[config.mk]
export PLATFORM = sky130hd
export DESIGN_NAME = dgt_queue
export DESIGN_NICKNAME = d
export VERILOG_FILES = /design/src/hdl/dgt_pkg.sv /design/src/hdl/dgt_queue.sv
export SDC_FILE = /design/constraint.sdc
export NUM_CORES = 1
export LEC_CHECK = 0
export BUFFER_PORTS_ARGS = -buffer_cell sky130_fd_sc_hd__buf_2
export CORE_MARGIN = 4
export CORE_UTILIZATION = 45
export CTS_CLUSTER_DIAMETER = 60
export DETAILED_ROUTE_END_ITERATION = 12
export MAX_ROUTING_LAYER = met4
export PLACE_DENSITY_LB_ADDON = 0.08
export SLEW_MARGIN = 0
export SYNTH_ARGS = -nofsm -noshare
export SYNTH_HDL_FRONTEND = slang
export SYNTH_SLANG_ARGS = --single-unit
[constraint.sdc]
create_clock -name clk -period 16.1 [get_ports clk]
set_input_delay 3.22 -clock clk [delete_from_list [all_inputs] [get_ports clk]]
set_output_delay 3.22 -clock clk [all_outputs]
set_load 0.01 [all_outputs]
[src/hdl/dgt_pkg.sv]
// Shared constants, types and payload structures of the depth grid triangulator.
package dgt_pkg;

	// Largest image the row store and the counters are sized for.
	localparam int MAX_WIDTH  = 1024;
	localparam int MAX_HEIGHT = 1024;

	// Field widths of the register file and of the stream payloads.
	localparam int SIZE_W  = 11;
	localparam int CUT_W   = 34;
	localparam int COORD_W = 16;
	localparam int IDX_W   = 20;

	localparam int COL_W = $clog2(MAX_WIDTH);
	localparam int ROW_W = $clog2(MAX_HEIGHT);

	// Triangle queue between the front and the back. Depth is a power of two.
	localparam int Q_DEPTH = 4;
	localparam int Q_PTR_W = $clog2(Q_DEPTH);
	localparam int Q_CNT_W = $clog2(Q_DEPTH + 1);

	// Register indexes; each register occupies an eight-byte slot.
	typedef enum logic [1:0] {
		REG_WIDTH  = 2'd0,
		REG_HEIGHT = 2'd1,
		REG_CUTOFF = 2'd2
	} reg_idx_t;

	// One xyz point; x sits in the lowest bits, as on the input stream.
	typedef struct packed {
		logic [COORD_W-1:0] z;
		logic [COORD_W-1:0] y;
		logic [COORD_W-1:0] x;
	} point_t;

	// One triangle as three pixel indices plus the last-of-quad mark.
	typedef struct packed {
		logic             run_end;
		logic [IDX_W-1:0] c;
		logic [IDX_W-1:0] b;
		logic [IDX_W-1:0] a;
	} tri_t;

	// Up to two triangles written into the queue in one cycle, first one first.
	typedef struct packed {
		logic [1:0] count;
		tri_t       first;
		tri_t       second;
	} push_t;

	// Effective configuration, sizes already clamped to their legal range.
	typedef struct packed {
		logic [SIZE_W-1:0] width;
		logic [SIZE_W-1:0] height;
		logic [CUT_W-1:0]  cut;
	} cfg_t;

endpackage

[src/hdl/dgt_queue.sv]
// Triangle queue between front and back: two writes and one read per cycle.
module dgt_queue (
	input  logic           clk,
	input  logic           arst_n,
	input  dgt_pkg::push_t push,
	output logic           room,
	input  logic           pop,
	output dgt_pkg::tri_t  head,
	output logic           head_valid
);

	dgt_pkg::tri_t               entries_q [dgt_pkg::Q_DEPTH];
	logic [dgt_pkg::Q_PTR_W-1:0] wr_q, rd_q;
	logic [dgt_pkg::Q_CNT_W-1:0] cnt_q;

	always_ff @(posedge clk or negedge arst_n) begin
		if (!arst_n) begin
			wr_q  <= '0;
			rd_q  <= '0;
			cnt_q <= '0;
		end else begin
			wr_q  <= wr_q + dgt_pkg::Q_PTR_W'(push.count);
			cnt_q <= cnt_q + dgt_pkg::Q_CNT_W'(push.count) - dgt_pkg::Q_CNT_W'(pop);
			if (pop) begin
				rd_q <= rd_q + dgt_pkg::Q_PTR_W'(1);
			end
		end
	end

	always_ff @(posedge clk) begin
		if (push.count != 2'd0) begin
			entries_q[wr_q] <= push.first;
		end
		if (push.count == 2'd2) begin
			entries_q[wr_q + dgt_pkg::Q_PTR_W'(1)] <= push.second;
		end
	end

	// Room for a whole quad's worth of triangles, regardless of this cycle's pop.
	assign room       = cnt_q <= dgt_pkg::Q_CNT_W'(dgt_pkg::Q_DEPTH - 2);
	assign head       = entries_q[rd_q];
	assign head_valid = cnt_q != '0;

	a_push_fits: assert property (@(posedge clk) disable iff (!arst_n)
		push.count != 2'd0 |-> cnt_q <= dgt_pkg::Q_CNT_W'(dgt_pkg::Q_DEPTH - 2))
		else $error("triangle queue written without room for two entries");

	a_pop_nonempty: assert property (@(posedge clk) disable iff (!arst_n)
		pop |-> cnt_q != '0)
		else $error("triangle queue read while empty");

	a_count_hold: assert property (@(posedge clk) disable iff (!arst_n)
		(push.count == 2'd0 && !pop) |=> $stable(cnt_q) && $stable(rd_q))
		else $error("triangle queue level moved without a push or pop");

	a_pair_marks: assert property (@(posedge clk) disable iff (!arst_n)
		push.count == 2'd2 |-> !push.first.run_end && push.second.run_end)
		else $error("two-triangle quad carries a wrong last mark");

endmodule

==> metrics.md <==
| Metric | Value |
|---|---|
| Inst Count DP | 1,122 |
| Slew margin rel. | 24.5% |
| CP max FO | 33 |
| Hold path depth | 2 |
| Synth area leaders | edfxtp_1 (60%), mux2_2 (22%), mux4_2 (11%) |
| Combinational share of power | 31.4% |
| Worst Path Required | 12.88 ns |
| Most frequent cells in the layout | edfxtp_1 (244), mux2_2 (232), buf_2 (189), mux4_2 (61), clkbuf_16 (29) |
| Post-route ant nets | 0 |
| Clk buf depth | 3 |
| Least-Margin Pin Slew | 1.13 ns |
| Antenna violations before repair | 8 |
| Layout cells sized above 1 | 64.9% |
| Layout area overhead | 18.8% |
| TritonCTS clock tree | built |
| Die Y | 172 um |
| Area leader, netlist | edfxtp_1 |
| First DRT Iteration DRCs | 350 |
| Critical path cell sequence | buf_4 > mux4_2 > buf_2 |
| Sequential Power Share | 42.3% |
| Layout Cells excl Fill | 1,184 |
| Cts bufs inserted | 29 |
| Sw frac | 30.5% |
| Max Clk Rate | 163 MHz |
| Buffers plus inverters on the worst setup path | 2 |
| Reg2Reg Launch Point | wr_q[1] |
| FF+latch count, synth | 251 |
| Sw power | 786 uW |
| Setup TNS Final | 0 ns |
| Max incr delay on CP | 0.89 ns |
| Prevailing post-synth register cell | edfxtp_1 |
| Drt total wl | 28.4 mm |
| CP top delay family | flip-flops |
| Arrival time at the worst endpoint | 2.91 ns |
| Final number of setup-violating endpoints | 0 |
| Clock sinks | 251 |
| Crit Path Category | flop to output port |
| Overflow after GRT | 0 |
| Post-synth EDFFs | 244 |
| Clock share of power | 26.3% |
| CTS Hold Bufs | 0 |
| DRT Pass-1 Iters | 4 |
| Largest net degree at the start of global routing | 63 |
| Cells after synthesis | 629 |
| Hold WC Path Type | flop to flop |
| Crit path capture type | output port |
| Num rows | 59 |
| GRT Total Usage | 19.5% |
| Power density over cell area | 179 nW/um2 |
| Most common cell after layout, fill and taps aside | edfxtp_1 |
| R2R Path End | entries_q[2][25] |
| Final min period | 6.13 ns |
| Synth warn | 0 |
| R2r worst-path depth | 4 |
| Sequential share of the synthesized area | 61.8% |
| Reg-to-reg slack, setup | 12.80 ns |
| First-pass GRT wire length | 42.3 mm |
| Crit path launch type | flop |
| Post-cts sizing count | 0 |
| Post-synth ARST share | 2.79% |
| Worst Hold Endpoint | cnt_q[2] |
| Worst skew pair latency | 0.53 ns |
| Pleak | 0.00511 uW |
| Dpl hpwl | 16.3 mm |
| Gpl congestion | 0.741 |
| Syn_nets | 761 |
| Max Cap Violations | 0 |
| Critical path's slowest cell | dfrtp_4 |
| DR WL/cell | 24.0 um |
| Initial core utilization | 46.2% |
| Synthesized area | 12,100 um2 |
| Die area | 29,700 um2 |
| Final Hold Vio Count | 0 |
| Share of the synthesized area in the top cell type | 60.4% |
| Setup Skew | 0.00846 ns |
| Die width | 172 um |
| Run status | finished, final reports clean |
| Syn_area_per_cell | 19.3 um2 |
| Clock root cell | clkbuf_16 |
| Min-delay src | cnt_q[2] |
| Final period util | 38.1% |
| Core Area | 26,300 um2 |
| Worst vdd ir | 0.000196 V |
| P_int | 1790 uW |
| Unrepaired setup endpoints after global routing | no |
| IO buf count | 189 |
| Vias per cell | 5.59 |
| Setup bufs post-CTS | 0 |
| Via count | 6,613 |
| Final net count | 950 |
| Clock transition at path regs | 0.06 ns |
| Htree depth | 1 |
| Vias in the first global route | 7,448 |
| # IOs | 190 |
| Count of unique library cells instantiated by Yosys | 25 |
| DRC Markers | 0 |
| Slew Viols, Final | 0 |
-- synthesized netlist by cell type, types with 2 or more instances --
| library cell | count |
|---|---|
| buf_2 | 22 |
| buf_4 | 6 |
| buf_6 | 7 |
| clkbuf_1 | 6 |
| dfrtp_1 | 7 |
| edfxtp_1 | 244 |
| ha_1 | 4 |
| inv_1 | 7 |
| mux2_1 | 12 |
| mux2_2 | 232 |
| mux4_2 | 61 |
| nor2_1 | 2 |
| nor4bb_1 | 2 |
| o21bai_1 | 2 |
| xnor2_1 | 5 |
-- flip-flops by register name, indices dropped and copies added (netlist names) --
signal / count
entries_q: 244
cnt_q: 3
rd_q: 2
wr_q: 2
-- metal layers --
metal	part of all wire [%]	GRT usage, %
met4	1.8	4.34
met5	0	-
met2	49	32.1
met3	7.5	5.10
met1	41	24.6
-- through the flow --
step | hold slack [ns] | setup WS (ns) | total power (uW) | utilization (%) | cell area [um2]
final | 0.633 | 9.97 | 2570 | 54.9 | 14400
after CTS | 0.636 | 9.82 | 2620 | 54.8 | 14400
after global routing | 0.652 | 9.70 | 2710 | 54.9 | 14400
after global placement | 0.608 | 9.91 | 1920 | 51.0 | 13400
after detailed placement | 0.621 | 9.86 | 1930 | 51.0 | 13400
after floorplan | 0.548 | 7.77 | 1610 | - | 12100
-- worst min-delay path: stages (launching register included) --
cell and delay, ns:
dfrtp_1 0.38, xnor2_1 0.15, xnor2_1 0.06
-- cell type report --
| type | count | area, um2 |
|---|---|---|
| sequential | 251 | 7510 |
| fill | 2043 | 11900 |
| antenna | 9 | 22.5 |
| multi-input combinational | 329 | 4420 |
| clock inverter | 21 | 258 |
| timing repair buffer | 200 | 1030 |
| clock buffer | 32 | 737 |
| tap | 335 | 419 |
| inverter | 7 | 26.3 |
-- logic make-up (layout without fill, tap and decap cells) --
kind of cell / Yosys count / count (layout) / synth area share (%)
XOR/XNOR: 6 / 6 / 0.433
AND/OR/NAND/NOR: 8 / 8 / 0.577
flip-flops: 251 / 251 / 61.8
other: 0 / 9 / 0
multiplexers: 306 / 306 / 34.0
AO/OA/AOI/OAI: 4 / 4 / 0.206
buffers and inverters: 49 / 260 / 2.36
adder cells (fa/ha/maj): 5 / 5 / 0.577
-- power by group through the flow --
stage | Combinational [uW] | Sequential (uW) | Clock (uW)
2_1_floorplan | 575 | 1040 | 0
3_3_place_gp | 818 | 1100 | 0
3_5_place_dp | 824 | 1110 | 0
4_1_cts | 830 | 1100 | 696
5_1_grt | 872 | 1120 | 722
6_report | 808 | 1090 | 677
-- worst max-delay path by stage --
stage / start / to / slack (ns) / cells after the start
after CTS: rd_q[0] / head[36] / 9.82 / 3
final: rd_q[0] / head[36] / 9.97 / 3
after detailed placement: push[123] / entries_q[2][26] / 9.86 / 5
after floorplan: push[123] / entries_q[0][0] / 7.77 / 3
after global routing: rd_q[0] / head[36] / 9.70 / 3
after global placement: push[123] / entries_q[2][28] / 9.91 / 5
No activity file was read; power rests on OpenSTA's default activity.
