<file path="src/hdl/dgt_pkg.sv">
// Shared constants, types and payload structures of the depth grid triangulator.
package dgt_pkg;

	// Largest image the row store and the counters are sized for.
	localparam int MAX_WIDTH  = 1024;
	localparam int MAX_HEIGHT = 1024;

	// Field widths of the register file and of the stream payloads.
	localparam int SIZE_W  = 11;
	localparam int CUT_W   = 34;
	localparam int COORD_W = 16;
	localparam int IDX_W   = 20;

	localparam int COL_W = $clog2(MAX_WIDTH);
	localparam int ROW_W = $clog2(MAX_HEIGHT);

	// Triangle queue between the front and the back. Depth is a power of two.
	localparam int Q_DEPTH = 4;
	localparam int Q_PTR_W = $clog2(Q_DEPTH);
	localparam int Q_CNT_W = $clog2(Q_DEPTH + 1);

	// Register indexes; each register occupies an eight-byte slot.
	typedef enum logic [1:0] {
		REG_WIDTH  = 2'd0,
		REG_HEIGHT = 2'd1,
		REG_CUTOFF = 2'd2
	} reg_idx_t;

	// One xyz point; x sits in the lowest bits, as on the input stream.
	typedef struct packed {
		logic [COORD_W-1:0] z;
		logic [COORD_W-1:0] y;
		logic [COORD_W-1:0] x;
	} point_t;

	// One triangle as three pixel indices plus the last-of-quad mark.
	typedef struct packed {
		logic             run_end;
		logic [IDX_W-1:0] c;
		logic [IDX_W-1:0] b;
		logic [IDX_W-1:0] a;
	} tri_t;

	// Up to two triangles written into the queue in one cycle, first one first.
	typedef struct packed {
		logic [1:0] count;
		tri_t       first;
		tri_t       second;
	} push_t;

	// Effective configuration, sizes already clamped to their legal range.
	typedef struct packed {
		logic [SIZE_W-1:0] width;
		logic [SIZE_W-1:0] height;
		logic [CUT_W-1:0]  cut;
	} cfg_t;

endpackage

</file>
<file path="src/hdl/dgt_back.sv">
// Back end: output register that drains the triangle queue onto the master stream.
module dgt_back (
	input  logic          clk,
	input  logic          arst_n,
	input  dgt_pkg::tri_t head,
	input  logic          head_valid,
	output logic          pop,
	output logic          m_tvalid,
	input  logic          m_tready,
	output logic [63:0]   m_tdata,
	output logic          m_tlast
);

	dgt_pkg::tri_t out_q;
	logic          out_valid_q;

	assign pop = head_valid && (!out_valid_q || m_tready);

	always_ff @(posedge clk or negedge arst_n) begin
		if (!arst_n) begin
			out_valid_q <= 1'b0;
		end else if (pop) begin
			out_valid_q <= 1'b1;
		end else if (m_tready) begin
			out_valid_q <= 1'b0;
		end
	end

	always_ff @(posedge clk) begin
		if (pop) begin
			out_q <= head;
		end
	end

	assign m_tvalid = out_valid_q;
	assign m_tdata  = {4'b0000, out_q.c, out_q.b, out_q.a};
	assign m_tlast  = out_q.run_end;

endmodule

</file>
<file path="config.mk">
export PLATFORM = sky130hd
export DESIGN_NAME = dgt_back
export DESIGN_NICKNAME = d
export VERILOG_FILES = /design/src/hdl/dgt_pkg.sv /design/src/hdl/dgt_back.sv
export SDC_FILE = /design/constraint.sdc
export NUM_CORES = 1
export LEC_CHECK = 0
export BUFFER_PORTS_ARGS = -buffer_cell sky130_fd_sc_hd__buf_2
export CAP_MARGIN = 10
export CORE_ASPECT_RATIO = 2
export CORE_MARGIN = 2
export CORE_UTILIZATION = 40
export DETAILED_ROUTE_END_ITERATION = 16
export GPL_ROUTABILITY_DRIVEN = 0
export PLACE_DENSITY = 0.83
export SLEW_MARGIN = 20
export SYNTH_ARGS = -nofsm -noshare
export SYNTH_HDL_FRONTEND = slang
export SYNTH_SLANG_ARGS = --single-unit
</file>
<file path="constraint.sdc">
create_clock -name clk -period 2.8 [get_ports clk]
set_input_delay 0 -clock clk [delete_from_list [all_inputs] [get_ports clk]]
set_output_delay 0 -clock clk [all_outputs]
set_load 0.01 [all_outputs]
</file>
==> results.md, run 1 <==
* Vias at 1442
* Die Wd at 52.9 um
* Resized Gates After CTS at 0
* CTS tree: yes
* Syn-to-layout area delta at 78.4%
* CTS sink cnt at 62
* Status: finished, final reports clean
* Max Freq at 0.556 GHz
* Worst setup EP type: output port
* I/O pin total at 132
* Share of the synthesized area in the top cell type at 0.959
* Mapped Cells at 70
* Share of layout cells above drive strength 1 at 0.509
* Initial drt markers at 40
* DRT antenna net count at 0
* Final setup violating endpoints at 0
* Clk_skew at 0.00483 ns
* Post-route clock period utilization at 0.642
* Post-synth top cells: edfxtp_1 (61), buf_4 (4), nand2b_1 (2)
* Hold Fails Final Rpt at 0
* Fin crit period at 1.80 ns
* Mapped Avg Cell Area at 27.3 um2
* Die Height at 102 um
* Finished Cell Area at 0.00341 mm2
* Vias/cell at 4.34
* Mapped Area at 0.00191 mm2
* Warnings from Yosys at 0
* Static Leak at 1.47 nW
* CTS buffer count at 9
* Post-Route WL at 5110 um
* Initial core utilization at 0.415
* Vias in the first global route at 1477
* Async SR Flop Fraction at 0.0161
* Power per cell area at 560 mW/mm2
* Post-synth EDFFs at 61
* Setup CP Type: reg -> out
* Global route overflow at 0
* Top cells by area, synth: edfxtp_1 (96%), buf_4 (1.6%), dfrtp_1 (1.3%)
* CP arrival at 1.80 ns
* Pwr Total at 1.91 mW
* Worst Hold Class: in -> reg
* Max transition margin at 0.658
* Largest net degree at the start of global routing at 24
* Placement Rows at 35
* Most area-hungry cell type in the Yosys netlist: edfxtp_1
* Inst Count DP at 253
* #FFs+latches synth at 62
* Aggregate global-route resource usage at 0.200
* Clock root buffer: clkbuf_8
* Global-route wire length before repair at 7150 um
* Clk network pwr share at 0.309
* Setup crit start kind: flip-flop
* Clk slew on worst S/H paths at 0.06 ns
* Most used standard cell by instance count after synthesis: edfxtp_1
* CP Data Required Time at 2.80 ns
* Final Non-Filler Cells at 332
* Worst-margin pin slew at 0.513 ns
* Number of max-cap violations at 0
* Dominant synthesized flop cell: edfxtp_1
* Yosys cell types at 6
* First-pass detailed-route iteration total at 4
* Gate power share at 0.117
* Final Util at 0.741
* Final setup TNS at 0 ns
* N_diodes at 0
* Critical path peak fanout at 23
* Max VDD drop at 0.439 mV
* Unrepaired setup endpoints after global routing: no
* Internal power at 1.51 mW
* NumNets Final at 339
* H-Tree Depth at 3
* Post-DP Area at 0.00261 mm2
* Max Root-Sink Buffers at 2
* Sequential area share after synthesis at 0.972
* Total core area at 0.00460 mm2
* Worst skew pair latency at 0.32 ns
* Initial antenna violation count at 0
* Die Area at 0.00538 mm2
* NetSw at 0.395 mW
* Detailed-route DRC error count at 0
* I/O Buffers at 127
* Wire per inst at 15.4 um
* Pins Over Slew Limit at 0
* Switching Fraction at 0.207
* Register share of total power at 0.574
## timing repair
item / in CTS / in global routing
hold endpoints to repair: 63 / 0
setup buffers: 0 / 0
hold buffers: 65 / 0
## cells in the final DEF (no fill, tap or decap), drive strengths merged
| cell type | synthesis | final |
|---|---|---|
| dlygate4sd3 | 0 | 65 |
| nand2b | 2 | 2 |
| edfxtp | 61 | 61 |
| buf | 4 | 129 |
| dfrtp | 1 | 1 |
| conb | 1 | 4 |
| clkbuf | 0 | 11 |
| clkinv | 0 | 3 |
| and2 | 1 | 1 |
## power groups by stage
stage	Clock, mW	Sequential [mW]	Combinational, mW
after floorplan	0	1.14	0.0249
after global placement	0	1.11	0.146
after detailed placement	0	1.11	0.151
after CTS	0.603	1.09	0.222
after global routing	0.638	1.10	0.240
final	0.589	1.09	0.224
## cell families after synthesis
| kind of cell | count (synthesis) | share of synthesized area |
|---|---|---|
| buf+inv | 4 | 0.0157 |
| other cells | 1 | 0.00196 |
| simple gates | 3 | 0.00983 |
| flops | 62 | 0.972 |
## metrics by stage
| stage | setup WS [ns] | hold slack [ns] |
|---|---|---|
| final | 1.00 | 0.387 |
| after CTS | 0.952 | 0.363 |
| after global routing | 0.872 | 0.374 |
| after global placement | 1.18 | -0.223 |
| after floorplan | 0.365 | -0.296 |
| after detailed placement | 1.12 | -0.222 |
## final timing paths
kind	from	end	slack, ns	cells past startpoint
min in group asynchronous	arst_n	m_tvalid	0.51	3
max	m_tvalid	pop	1.00	4
max reg2reg	m_tvalid	m_tdata[42]	1.15	3
min reg2reg	m_tvalid	m_tdata[35]	1.01	2
min	head[55]	m_tdata[55]	0.39	2
max in group asynchronous	arst_n	m_tvalid	2.19	3
## metal layers
metal	part of all wire	wire [um]	track usage	vias up
met5	0	0	0	-
met2	0.60	3070	0.365	74
li1	-	-	-	674
met3	0.073	372	0.0619	14
met4	0.027	139	0.120	0
met1	0.30	1530	0.181	680
## layout make-up
cell class,count,area [um2]
Timing Repair Buffer,194,1300
Clock buffer,11,131
Multi-Input combinational cell,7,35.0
Tap cell,55,68.8
Sequential cell,62,1860
Fill cell,326,1190
Clock inverter,3,13.8
## sequential cells by signal, indices dropped and copies added, names as in the netlist
register  flops
m_tdata      60
m_tlast       1
m_tvalid      1
## critical path, stage by stage, from the launching register on
cell      delay (ns)
dfrtp_1         0.38
nand2b_1        0.08
and2_2          0.48
buf_4           0.35
buf_2           0.18
Power figures use the tool's default switching activity.
==> run 2, diff against run 1 <==
==> constraint.sdc (replaced) <==
create_clock -name clk -period 1.9 [get_ports clk]
set_input_delay 0 -clock clk [delete_from_list [all_inputs] [get_ports clk]]
set_output_delay 0 -clock clk [all_outputs]
set_load 0.01 [all_outputs]
==> run 2 against run 1 <==
Compared with the run above: combinational power up 49%; die area is the same; global-route usage grew 0.53 points; critical endpoint unchanged; critical path depth unchanged.
==> results.md, run 2 (synthesis results as in run 1) <==
* CTS tree: yes (unchanged)
* Hold Crit Start: head[31] (was head[55])
* DRT antenna net count at 0 (unchanged)
* Worst Setup EP: pop (unchanged)
* Final Util at 0.757 (was 0.741)
* Syn-to-layout area delta at 82.2% (was 78.4%)
* Global route overflow at 0 (unchanged)
* Vias in the first global route at 1544 (was 1477)
* Unrepaired setup endpoints after global routing: no (unchanged)
* Worst setup EP type: output port (unchanged)
* Die Height at 102 um (unchanged)
* Aggregate global-route resource usage at 0.205 (was 0.200)
* Static Leak at 1.50 nW (was 1.47 nW)
* Post-Route WL at 5140 um (was 5110 um)
* Detailed-route DRC error count at 0 (unchanged)
* Critical path peak fanout at 22 (was 23)
* Setup CP Type: reg -> out (unchanged)
* R2R Setup Slk at 0.61 ns (was 1.15 ns)
* Pins Over Slew Limit at 0 (unchanged)
* Worst setup path start: m_tvalid (unchanged)
* Largest net degree at the start of global routing at 41 (was 24)
* Clk slew on worst S/H paths at 0.07 ns (was 0.06 ns)
* Max Freq at 0.676 GHz
* Status: finished, final reports clean (unchanged)
* GR peak layer: met2 (unchanged)
* Fin crit period at 1.48 ns
* I/O Buffers at 127 (unchanged)
* Initial antenna violation count at 0 (unchanged)
* Global-route wire length before repair at 7270 um (was 7150 um)
* Wire per inst at 15.4 um (about the same)
* Worst skew pair latency at 0.32 ns (about the same)
* Clk_skew at 0.00876 ns (was 0.00483 ns)
* Worst Hold Class: in -> reg (unchanged)
* Total core area at 0.00460 mm2 (unchanged)
* CP arrival at 1.48 ns (was 1.80 ns)
* Most frequent cells in the layout: buf_2 (127), dlygate4sd3_1 (65), edfxtp_1 (61), clkbuf_8 (9), conb_1 (4) (unchanged)
* N_diodes at 0 (unchanged)
* CP Data Required Time at 1.90 ns (was 2.80 ns)
* Max Root-Sink Buffers at 2 (unchanged)
* H-Tree Depth at 3 (unchanged)
* Die Area at 0.00538 mm2 (unchanged)
* CTS sink cnt at 62 (unchanged)
* Hold_buf cts at 65 (unchanged)
* NumNets Final at 339 (unchanged)
* Grt met1 use at 0.187 (was 0.181)
* Resized Gates After CTS at 0 (unchanged)
* Setup crit start kind: flip-flop (unchanged)
* Commonest non-fill, non-tap cell in the layout: buf_2 (unchanged)
* Share of layout cells above drive strength 1 at 0.513 (was 0.509)
* Post-route clock period utilization at 0.778
* Setup bufs post-CTS at 0 (unchanged)
* Final setup TNS at 0 ns (unchanged)
* Final setup violating endpoints at 0 (unchanged)
* Clock root buffer: clkbuf_8 (unchanged)
* Initial core utilization at 0.415 (unchanged)
* DP HPWL at 2950 um
* FF-to-FF End: m_tdata[19] (was m_tdata[42])
* I/O pin total at 132 (unchanged)
* GR met3 Demand/Resource at 0.0723 (was 0.0619)
* Max VDD drop at 0.885 mV (was 0.439 mV)
* First-pass detailed-route iteration total at 4 (unchanged)
* Worst r2r src: m_tvalid (unchanged)
* Hold Fails Final Rpt at 0 (unchanged)
* Vias at 1433 (was 1442)
* R2R depth at 3 (unchanged)
* Placement Rows at 35 (unchanged)
* Max reg flops at 60 (unchanged)
* Die Wd at 52.9 um (unchanged)
* Number of max-cap violations at 0 (unchanged)
* CTS buffer count at 9 (unchanged)
* Power per cell area at 896 mW/mm2 (was 560 mW/mm2)
* Initial drt markers at 14 (was 40)
* Routing usage on met2 at 0.360 (was 0.365)
* Vias/cell at 4.29 (was 4.34)
run 2: changes by cell type in the layout (fill, tap and decap cells not counted), sizes merged:
| cell | previous run | this run |
|---|---|---|
| bufinv | 0 | 2 |
run 2: power by group:
| group | switching, mW | internal (mW) | total, mW |
|---|---|---|---|
| registers | 0.0188 | 1.59 | 1.61 |
| logic | 0.145 | 0.189 | 0.334 |
| clock network | 0.443 | 0.730 | 1.17 |
run 2: worst max-delay path: stages (launching register included):
cell and delay [ns]:
dfrtp_1 0.38, nand2b_1 0.10, and2_2 0.19, buf_4 0.28, buf_2 0.19
run 2: layer usage:
layer / wire [um] / part of all wire
met1: 1600 / 0.31
met2: 3010 / 0.58
met3: 337 / 0.066
met4: 198 / 0.039
met5: 0 / 0
run 2: worst min-delay path by stage:
| stage | end | depth (start not counted) | slack (ns) |
|---|---|---|---|
| finish | m_tdata[31] | 2 | 0.39 |
| CTS | m_tdata[50] | 2 | 0.36 |
| global route | m_tdata[31] | 2 | 0.36 |
| detailed placement | m_tvalid | 1 | -0.22 |
| floorplan | m_tvalid | 0 | -0.30 |
| global placement | m_tvalid | 1 | -0.22 |
run 2: layout make-up:
cell class                      count  area, um2
Multi-Input combinational cell      7       35.0
Fill cell                         287       1120
Timing Repair Buffer              194       1310
Clock buffer                       11        131
Clock inverter                      5       73.8
Sequential cell                    62       1860
Tap cell                           55       68.8
run 2: stage by stage:
step / setup WS, ns / cell area, um2 / std cells / power, mW / hold WS [ns]
finish: 0.422 / 3480 / 334 / 3.12 / 0.386
global route: 0.307 / 3480 / 334 / 3.24 / 0.364
CTS: 0.416 / 3480 / 334 / 3.15 / 0.358
detailed placement: 0.645 / 2620 / 253 / 1.86 / -0.220
global placement: 0.692 / 2620 / 253 / 1.85 / -0.223
floorplan: 0.157 / 1920 / 73 / 1.72 / -0.296
